==> src/rtl/pida_pkg.sv <==
// Package for the positional insert/delete array: beat types, codes and defaults.
package pida_pkg;

    // Default number of array slots
    localparam int CAPACITY_DEF = 16;

    // Command modes
    localparam logic [1:0] MODE_DISPLAY = 2'd0;
    localparam logic [1:0] MODE_INSERT  = 2'd1;
    localparam logic [1:0] MODE_DELETE  = 2'd2;

    // Result status codes
    localparam logic [1:0] STAT_OK     = 2'd0;
    localparam logic [1:0] STAT_FULL   = 2'd1;
    localparam logic [1:0] STAT_BADIDX = 2'd2;
    localparam logic [1:0] STAT_EMPTY  = 2'd3;

    // Command beat
    typedef struct packed {
        logic [1:0]         mode;
        logic signed [31:0] value;
        logic [4:0]         position;
    } cmd_item_t;

    // Result beat
    typedef struct packed {
        logic [1:0]         status;
        logic signed [31:0] element;
        logic [4:0]         entry_count;
        logic               last;
    } rsp_item_t;

    // Per-cycle operation broadcast to every cell
    typedef enum logic [1:0] {
        OP_HOLD,
        OP_INSERT,
        OP_DELETE,
        OP_ROTATE
    } cell_op_t;

    typedef struct packed {
        cell_op_t           op;
        logic signed [31:0] value;
        logic [4:0]         position;
    } cell_cmd_t;

    // Controller states
    typedef enum logic {
        ST_IDLE,
        ST_DISP
    } ctrl_state_t;

endpackage

==> src/rtl/pida_cell.sv <==
// One slot of the array: holds an entry and trades it with its neighbors.
module pida_cell #(
    parameter int IDX   = 0,
    parameter int CNT_W = 5
) (
    input  logic                  clk,
    input  pida_pkg::cell_cmd_t   cmd,
    input  logic [CNT_W-1:0]      last_idx,
    input  logic signed [31:0]    left,
    input  logic signed [31:0]    right,
    input  logic signed [31:0]    head,
    output logic signed [31:0]    entry
);

    logic signed [31:0] entry_reg;
    logic signed [31:0] entry_next;

    // Select the new content from the broadcast operation
    always_comb
    begin
        entry_next = entry_reg;
        unique case (cmd.op)
            pida_pkg::OP_HOLD:
            begin
                entry_next = entry_reg;
            end
            pida_pkg::OP_INSERT:
            begin
                // shift up above the insert point, take the value at it
                if (IDX > int'(cmd.position))
                    entry_next = left;
                else if (IDX == int'(cmd.position))
                    entry_next = cmd.value;
            end
            pida_pkg::OP_DELETE:
            begin
                // shift down from the delete point; top slot becomes don't-care
                if (IDX >= int'(cmd.position))
                    entry_next = right;
            end
            pida_pkg::OP_ROTATE:
            begin
                // rotate valid entries toward slot zero, head wraps to the top
                if (IDX < int'(last_idx))
                    entry_next = right;
                else if (IDX == int'(last_idx))
                    entry_next = head;
            end
        endcase
    end

    always_ff @(posedge clk)
    begin
        entry_reg <= entry_next;
    end

    assign entry = entry_reg;

endmodule

==> src/rtl/pida_ctrl.sv <==
// Controller: command decode, entry count, display sequencing and result register.
module pida_ctrl #(
    parameter int CAPACITY = pida_pkg::CAPACITY_DEF
) (
    input  logic                                   clk,
    input  logic                                   rst_n,
    input  logic                                   cmd_valid,
    output logic                                   cmd_stall,
    input  pida_pkg::cmd_item_t                    cmd,
    output logic                                   rsp_valid,
    input  logic                                   rsp_stall,
    output pida_pkg::rsp_item_t                    rsp,
    input  logic signed [31:0]                     head,
    output pida_pkg::cell_cmd_t                    cell_cmd,
    output logic [$clog2(CAPACITY+1)-1:0]          last_idx
);

    localparam int CNT_W = $clog2(CAPACITY + 1);
    localparam int IDX_W = (CAPACITY > 1) ? $clog2(CAPACITY) : 1;

    pida_pkg::ctrl_state_t state_reg;
    pida_pkg::ctrl_state_t state_next;
    logic [CNT_W-1:0]      count_reg;
    logic [CNT_W-1:0]      count_next;
    logic [IDX_W-1:0]      idx_reg;
    logic [IDX_W-1:0]      idx_next;
    logic                  out_valid_reg;
    logic                  out_valid_next;
    pida_pkg::rsp_item_t   out_reg;
    pida_pkg::rsp_item_t   out_next;
    logic                  out_load;
    logic                  out_free;
    logic                  accept;
    logic                  disp_last;

    // Handshake
    assign out_free  = !out_valid_reg || !rsp_stall;
    assign cmd_stall = (state_reg != pida_pkg::ST_IDLE) || !out_free;
    assign accept    = cmd_valid && !cmd_stall;
    assign last_idx  = count_reg - CNT_W'(1);
    assign disp_last = (CNT_W'(idx_reg) == last_idx);

    // Next state
    always_comb
    begin
        state_next = state_reg;
        unique case (state_reg)
            pida_pkg::ST_IDLE:
            begin
                if (accept && cmd.mode == pida_pkg::MODE_DISPLAY && count_reg != '0)
                    state_next = pida_pkg::ST_DISP;
            end
            pida_pkg::ST_DISP:
            begin
                if (out_free && disp_last)
                    state_next = pida_pkg::ST_IDLE;
            end
        endcase
    end

    // Outputs and datapath control
    always_comb
    begin
        count_next        = count_reg;
        idx_next          = idx_reg;
        out_load          = 1'b0;
        out_next          = out_reg;
        cell_cmd.op       = pida_pkg::OP_HOLD;
        cell_cmd.value    = cmd.value;
        cell_cmd.position = cmd.position;
        unique case (state_reg)
            pida_pkg::ST_IDLE:
            begin
                out_next.element = '0;
                out_next.last    = 1'b1;
                if (accept)
                begin
                    unique case (cmd.mode)
                        pida_pkg::MODE_DISPLAY:
                        begin
                            idx_next = '0;
                            if (count_reg == '0)
                            begin
                                out_load           = 1'b1;
                                out_next.status    = pida_pkg::STAT_EMPTY;
                                out_next.entry_count = 5'(count_reg);
                            end
                        end
                        pida_pkg::MODE_INSERT:
                        begin
                            out_load = 1'b1;
                            if (int'(count_reg) >= CAPACITY)
                                out_next.status = pida_pkg::STAT_FULL;
                            else if (int'(cmd.position) > int'(count_reg))
                                out_next.status = pida_pkg::STAT_BADIDX;
                            else
                            begin
                                out_next.status = pida_pkg::STAT_OK;
                                cell_cmd.op     = pida_pkg::OP_INSERT;
                                count_next      = count_reg + CNT_W'(1);
                            end
                            out_next.entry_count = 5'(count_next);
                        end
                        pida_pkg::MODE_DELETE:
                        begin
                            out_load = 1'b1;
                            if (count_reg == '0)
                                out_next.status = pida_pkg::STAT_EMPTY;
                            else if (int'(cmd.position) >= int'(count_reg))
                                out_next.status = pida_pkg::STAT_BADIDX;
                            else
                            begin
                                out_next.status = pida_pkg::STAT_OK;
                                cell_cmd.op     = pida_pkg::OP_DELETE;
                                count_next      = count_reg - CNT_W'(1);
                            end
                            out_next.entry_count = 5'(count_next);
                        end
                        default:
                        begin
                            // unused mode: consumed, no result
                            out_load = 1'b0;
                        end
                    endcase
                end
            end
            pida_pkg::ST_DISP:
            begin
                // one entry per beat from slot zero, then rotate the chain
                if (out_free)
                begin
                    out_load             = 1'b1;
                    out_next.status      = pida_pkg::STAT_OK;
                    out_next.element     = head;
                    out_next.entry_count = 5'(count_reg);
                    out_next.last        = disp_last;
                    cell_cmd.op          = pida_pkg::OP_ROTATE;
                    idx_next             = idx_reg + IDX_W'(1);
                end
            end
        endcase
    end

    // Result valid
    always_comb
    begin
        if (out_load)
            out_valid_next = 1'b1;
        else if (!rsp_stall)
            out_valid_next = 1'b0;
        else
            out_valid_next = out_valid_reg;
    end

    // Control registers
    always_ff @(posedge clk or negedge rst_n)
    begin
        if (!rst_n)
        begin
            state_reg     <= pida_pkg::ST_IDLE;
            count_reg     <= '0;
            idx_reg       <= '0;
            out_valid_reg <= 1'b0;
        end
        else
        begin
            state_reg     <= state_next;
            count_reg     <= count_next;
            idx_reg       <= idx_next;
            out_valid_reg <= out_valid_next;
        end
    end

    // Result payload
    always_ff @(posedge clk)
    begin
        if (out_load)
            out_reg <= out_next;
    end

    assign rsp_valid = out_valid_reg;
    assign rsp       = out_reg;

endmodule

==> src/rtl/positional_insert_delete_array.sv <==
// Top level of the positional insert/delete array: controller and chain of slots.
// Ordered array of up to CAPACITY signed 32-bit entries with insert, delete and display
// at a position. On insert and delete every slot loads from its neighbor at once, and the
// status beat (full, bad index, empty or ok) is ready the next cycle. Display rotates the
// valid entries through slot zero, one result beat per cycle while the result is not stalled,
// and takes no new command until its last beat is loaded; with no entries it gives a single
// empty status beat instead. A command is accepted whenever the block is idle and the
// result register is free or being emptied in that cycle. Mode 3 is consumed without a
// result. entry_count reports the count after the command, in five bits.
module positional_insert_delete_array #(
    parameter int CAPACITY = pida_pkg::CAPACITY_DEF
) (
    input  logic                 clk,
    input  logic                 rst_n,
    input  logic                 cmd_valid,
    output logic                 cmd_stall,
    input  pida_pkg::cmd_item_t  cmd,
    output logic                 rsp_valid,
    input  logic                 rsp_stall,
    output pida_pkg::rsp_item_t  rsp
);

    localparam int CNT_W = $clog2(CAPACITY + 1);

    pida_pkg::cell_cmd_t  cell_cmd;
    logic [CNT_W-1:0]     last_idx;
    logic signed [31:0]   entry_w [CAPACITY];

    // Command decode and sequencing
    pida_ctrl #(
        .CAPACITY (CAPACITY)
    ) u_ctrl (
        .clk       (clk),
        .rst_n     (rst_n),
        .cmd_valid (cmd_valid),
        .cmd_stall (cmd_stall),
        .cmd       (cmd),
        .rsp_valid (rsp_valid),
        .rsp_stall (rsp_stall),
        .rsp       (rsp),
        .head      (entry_w[0]),
        .cell_cmd  (cell_cmd),
        .last_idx  (last_idx)
    );

    // Chain of slots, slot zero at the bottom
    for (genvar i = 0; i < CAPACITY; i++)
    begin : g_cell
        logic signed [31:0] left_w;
        logic signed [31:0] right_w;

        if (i == 0)
        begin : g_lo
            assign left_w = '0;
        end
        else
        begin : g_lo
            assign left_w = entry_w[i-1];
        end

        if (i == CAPACITY - 1)
        begin : g_hi
            assign right_w = '0;
        end
        else
        begin : g_hi
            assign right_w = entry_w[i+1];
        end

        pida_cell #(
            .IDX   (i),
            .CNT_W (CNT_W)
        ) u_cell (
            .clk      (clk),
            .cmd      (cell_cmd),
            .last_idx (last_idx),
            .left     (left_w),
            .right    (right_w),
            .head     (entry_w[0]),
            .entry    (entry_w[i])
        );
    end

endmodule
==> config.mk <==
export PLATFORM = sky130hd
export DESIGN_NAME = positional_insert_delete_array
export DESIGN_NICKNAME = d
export VERILOG_FILES = /design/src/rtl/pida_pkg.sv /design/src/rtl/pida_cell.sv /design/src/rtl/pida_ctrl.sv /design/src/rtl/positional_insert_delete_array.sv
export SDC_FILE = /design/constraint.sdc
export NUM_CORES = 2
export LEC_CHECK = 0
export CAP_MARGIN = 20
export CORE_ASPECT_RATIO = 1.75
export CORE_MARGIN = 2
export CORE_UTILIZATION = 56
export CTS_CLUSTER_SIZE = 16
export DETAILED_ROUTE_END_ITERATION = 16
export DONT_BUFFER_PORTS = 1
export HOLD_SLACK_MARGIN = 0.08
export PLACE_DENSITY = 0.82
export SLEW_MARGIN = 40
export SYNTH_ARGS = -nofsm -noshare
export SYNTH_HDL_FRONTEND = slang
export SYNTH_SLANG_ARGS = --single-unit
==> constraint.sdc <==
create_clock -name clk -period 6.75 [get_ports clk]
set_input_delay 1.0125 -clock clk [delete_from_list [all_inputs] [get_ports clk]]
set_output_delay 1.0125 -clock clk [all_outputs]
set_load 0.01 [all_outputs]
==> results.ini <==
[layout]
n_antenna_cell=0
fillers=4587
seqCellArea_sq_um=16900
nets=3143
area_growth_pct=7.22
layout.cells.most_common_list=nand2_1 (984), edfxtp_1 (552), a21oi_1 (434), a221o_1 (392), buf_4 (64)
stdcell_count=3893
final_common_cell=nand2_1
utilization_pct=60.6
largest_reg_flops=512
drive_gt1_share_pct=8.06
multi_input_area_sq_um=14000

[detailed_routing]
first_iter_violations=4397
wl_mm=97.4
avgRoutedWirePerCell_um=25.0
vias=27684
drcViolationCount=0
dr.pass1.iters=6
via_per_inst=7.11
postRouteAntennaNets=0

[critical_path]
critPathKind=reg -> reg
max_stage_delay_ns=0.73
worst_ep_arrival_time_ns=5.07
crit_top_cell=buf_4
cp_cell_sequence=clkinv_1 -> ha_1 -> nand4_1 -> o221a_1 -> nand3_2 -> buf_4 -> o21ai_1 -> buf_4 -> and2_1 -> buf_4 -> a221oi_4 -> buf_4
cp_slowest_cell=dfrtp_1
critPathCaptureType=register
crit_required_ns=7.00
critPathMaxFanout=52
worst_setup_path_start_kind=register

[synth]
yosysWarnings=0
syn-num-nets=3413
yosysSeqAreaShare_pct=52.3
synth_top_area_share_pct=51.5
async_flop_share_pct=1.95
synth_area_per_cell_sq_um=9.60
synthCells=3354
synth_cell_types=71
synth_top_cell_by_area=edfxtp_1
ys_ff_latch=563
synth_flop_cell=edfxtp_1
syn-cell-area_sq_um=32200
synthTopCellsByArea=edfxtp_1 (51%), a221o_1 (12%), nand2_1 (12%), a21oi_1 (6.9%), clkbuf_1 (3.3%)
synth_edf_count=552

[sta]
max_slew_margin_pct=39.6
period_minus_slack_ns=4.82
setup_violations=0
fin_skew_ns=0.0137
slew_violations=0
period_share_pct=71.4
hold_violations=0
fmax_ghz=0.208
setup_tns_ns=0
rsz0062_at_grt=no
worst_pin_slew_ns=0.896

[clocking]
cts_tree=built
path_clk_slew_ns=0.06
clock_latency_ns=0.61
cts_sinks=563
cts_buffers=53
cts_resized=0
cts.path.max_buffers=3
htree_levels=2
cts_root_buf=clkbuf_16

[power]
ir_worst_vdd_mv=0.243
p_total_w=0.00914
p_leak_nw=12.5
power.density_nw_per_um2=265

[global_routing]
first_global_vias=26930
antenna_found_initial=0
grt-ovfl-total=0
grt_first_pass_wirelength_mm=153
grt_usage_pct=32.1
grt_start_max_net_pins=162

[floorplanning]
pin_count=85
dieArea_sq_um=59500
initial_core_util_pct=56.5
fp.coreArea_sq_um=57000
die_h_um=321
die_w_um=185
rows=116

[placement]
dp.cells=3795
dp_hpwl_mm=66.1
port_buffers=0
gp_congestion=0.929

[hold_path]
hold_path_class=in -> async

[run]
max_cap_viol_count=0

[outcome]
outcome=finished, final reports clean

-- final timing paths --
path | startpoint | slack [ns] | depth (start not counted) | end
setup / recovery | u_ctrl.count_reg[4]$_DFFE_PN0P_ | 1.93 | 12 | g_cell[15].u_cell.entry[30]$_DFFE_PP_
hold / removal | rst_n | 0.1 | 0 | u_ctrl.count_reg[2]$_DFFE_PN0P_
setup reg to reg | u_ctrl.count_reg[4]$_DFFE_PN0P_ | 1.93 | 12 | g_cell[15].u_cell.entry[30]$_DFFE_PP_
hold reg to reg | g_cell[15].u_cell.entry[3]$_DFFE_PP_ | 0.54 | 1 | g_cell[14].u_cell.entry[3]$_DFFE_PP_
max in group asynchronous | rst_n | 5.59 | 1 | u_ctrl.state_reg$_DFF_PN0_
min in group clk | g_cell[15].u_cell.entry[3]$_DFFE_PP_ | 0.54 | 1 | g_cell[14].u_cell.entry[3]$_DFFE_PP_
-- per-stage QoR --
step                setup slack, ns  hold WS, ns  instance area, sq um
CTS                            1.96       0.0854                 34500
finish                         1.93       0.0993                 34500
detailed placement             1.97        0.536                 32800
global route                   1.65       0.0833                 34500
global placement               1.86        0.526                 32500
floorplan                      1.10        0.517                 32200
-- routing by layer --
metal / vias to the layer above / global-route usage [%] / routed length (um)
li1: 11977 / - / -
met2: 2093 / 52.9 / 47000
met3: 309 / 4.85 / 9910
met4: 0 / 13.8 / 3920
met5: - / 0 / 0
met1: 13305 / 42.1 / 36600
-- layout make-up --
type	count	share of cell area (%)
sequential	563	48.8
tap	767	2.78
clock buffer	61	3.93
inverter	45	0.489
timing repair buffer	87	2.48
multi-input combinational	2334	40.5
clock inverter	36	0.985
-- synth_stat cells, types with 2 or more instances --
cell / n
a31oi_1: 7
buf_2: 61
a21o_1: 5
nand4_1: 6
nand2_1: 989
o22ai_1: 9
a211oi_1: 3
mux2i_1: 46
nor3_1: 5
edfxtp_1: 552
a22oi_1: 4
a311o_1: 12
nand3_2: 2
and2_1: 37
buf_1: 63
nand2b_1: 7
a32oi_1: 44
nor2_1: 48
o21ai_0: 36
o21ai_1: 5
a22o_1: 3
xor2_1: 2
nor2_2: 2
a221oi_1: 5
clkbuf_1: 286
xnor2_1: 8
nor3_2: 2
a31o_2: 4
or2_2: 5
o211ai_1: 34
nand3_1: 57
or3_1: 4
o31ai_1: 12
o21a_1: 4
dfrtp_1: 11
ha_1: 16
o221ai_1: 2
a21oi_1: 443
inv_1: 44
o2bb2ai_1: 32
and3_1: 5
a41oi_1: 4
a221o_1: 392
nor2b_1: 9
-- timing repair --
item                      in CTS  in global routing
buffers inserted               0                  0
hold endpoints to repair       9                  0
hold buffers                   1                  0
-- power breakdown --
group	internal, W	switching, W
clock	0.00164	0.00138
combinational	0.000554	0.000801
sequential	0.00440	0.000373
total	0.00659	0.00255
-- critical path, delay by kind of cell, from the launching register on --
family / cells / cell delay (ns)
buf+inv: 5 / 1.88
simple gates: 3 / 0.46
flops: 1 / 0.73
compound gates: 3 / 0.87
fa+ha+maj: 1 / 0.44
-- kinds of logic after synthesis --
kind of cell             synth area share, %
XOR/XNOR                               0.322
AO/OA/AOI/OAI                           24.7
flip-flops                              52.3
multiplexers                            1.46
adder cells (fa/ha/maj)                0.621
buffers and inverters                   5.60
AND/OR/NAND/NOR                         15.0
No activity file was read; power rests on OpenSTA's default activity.
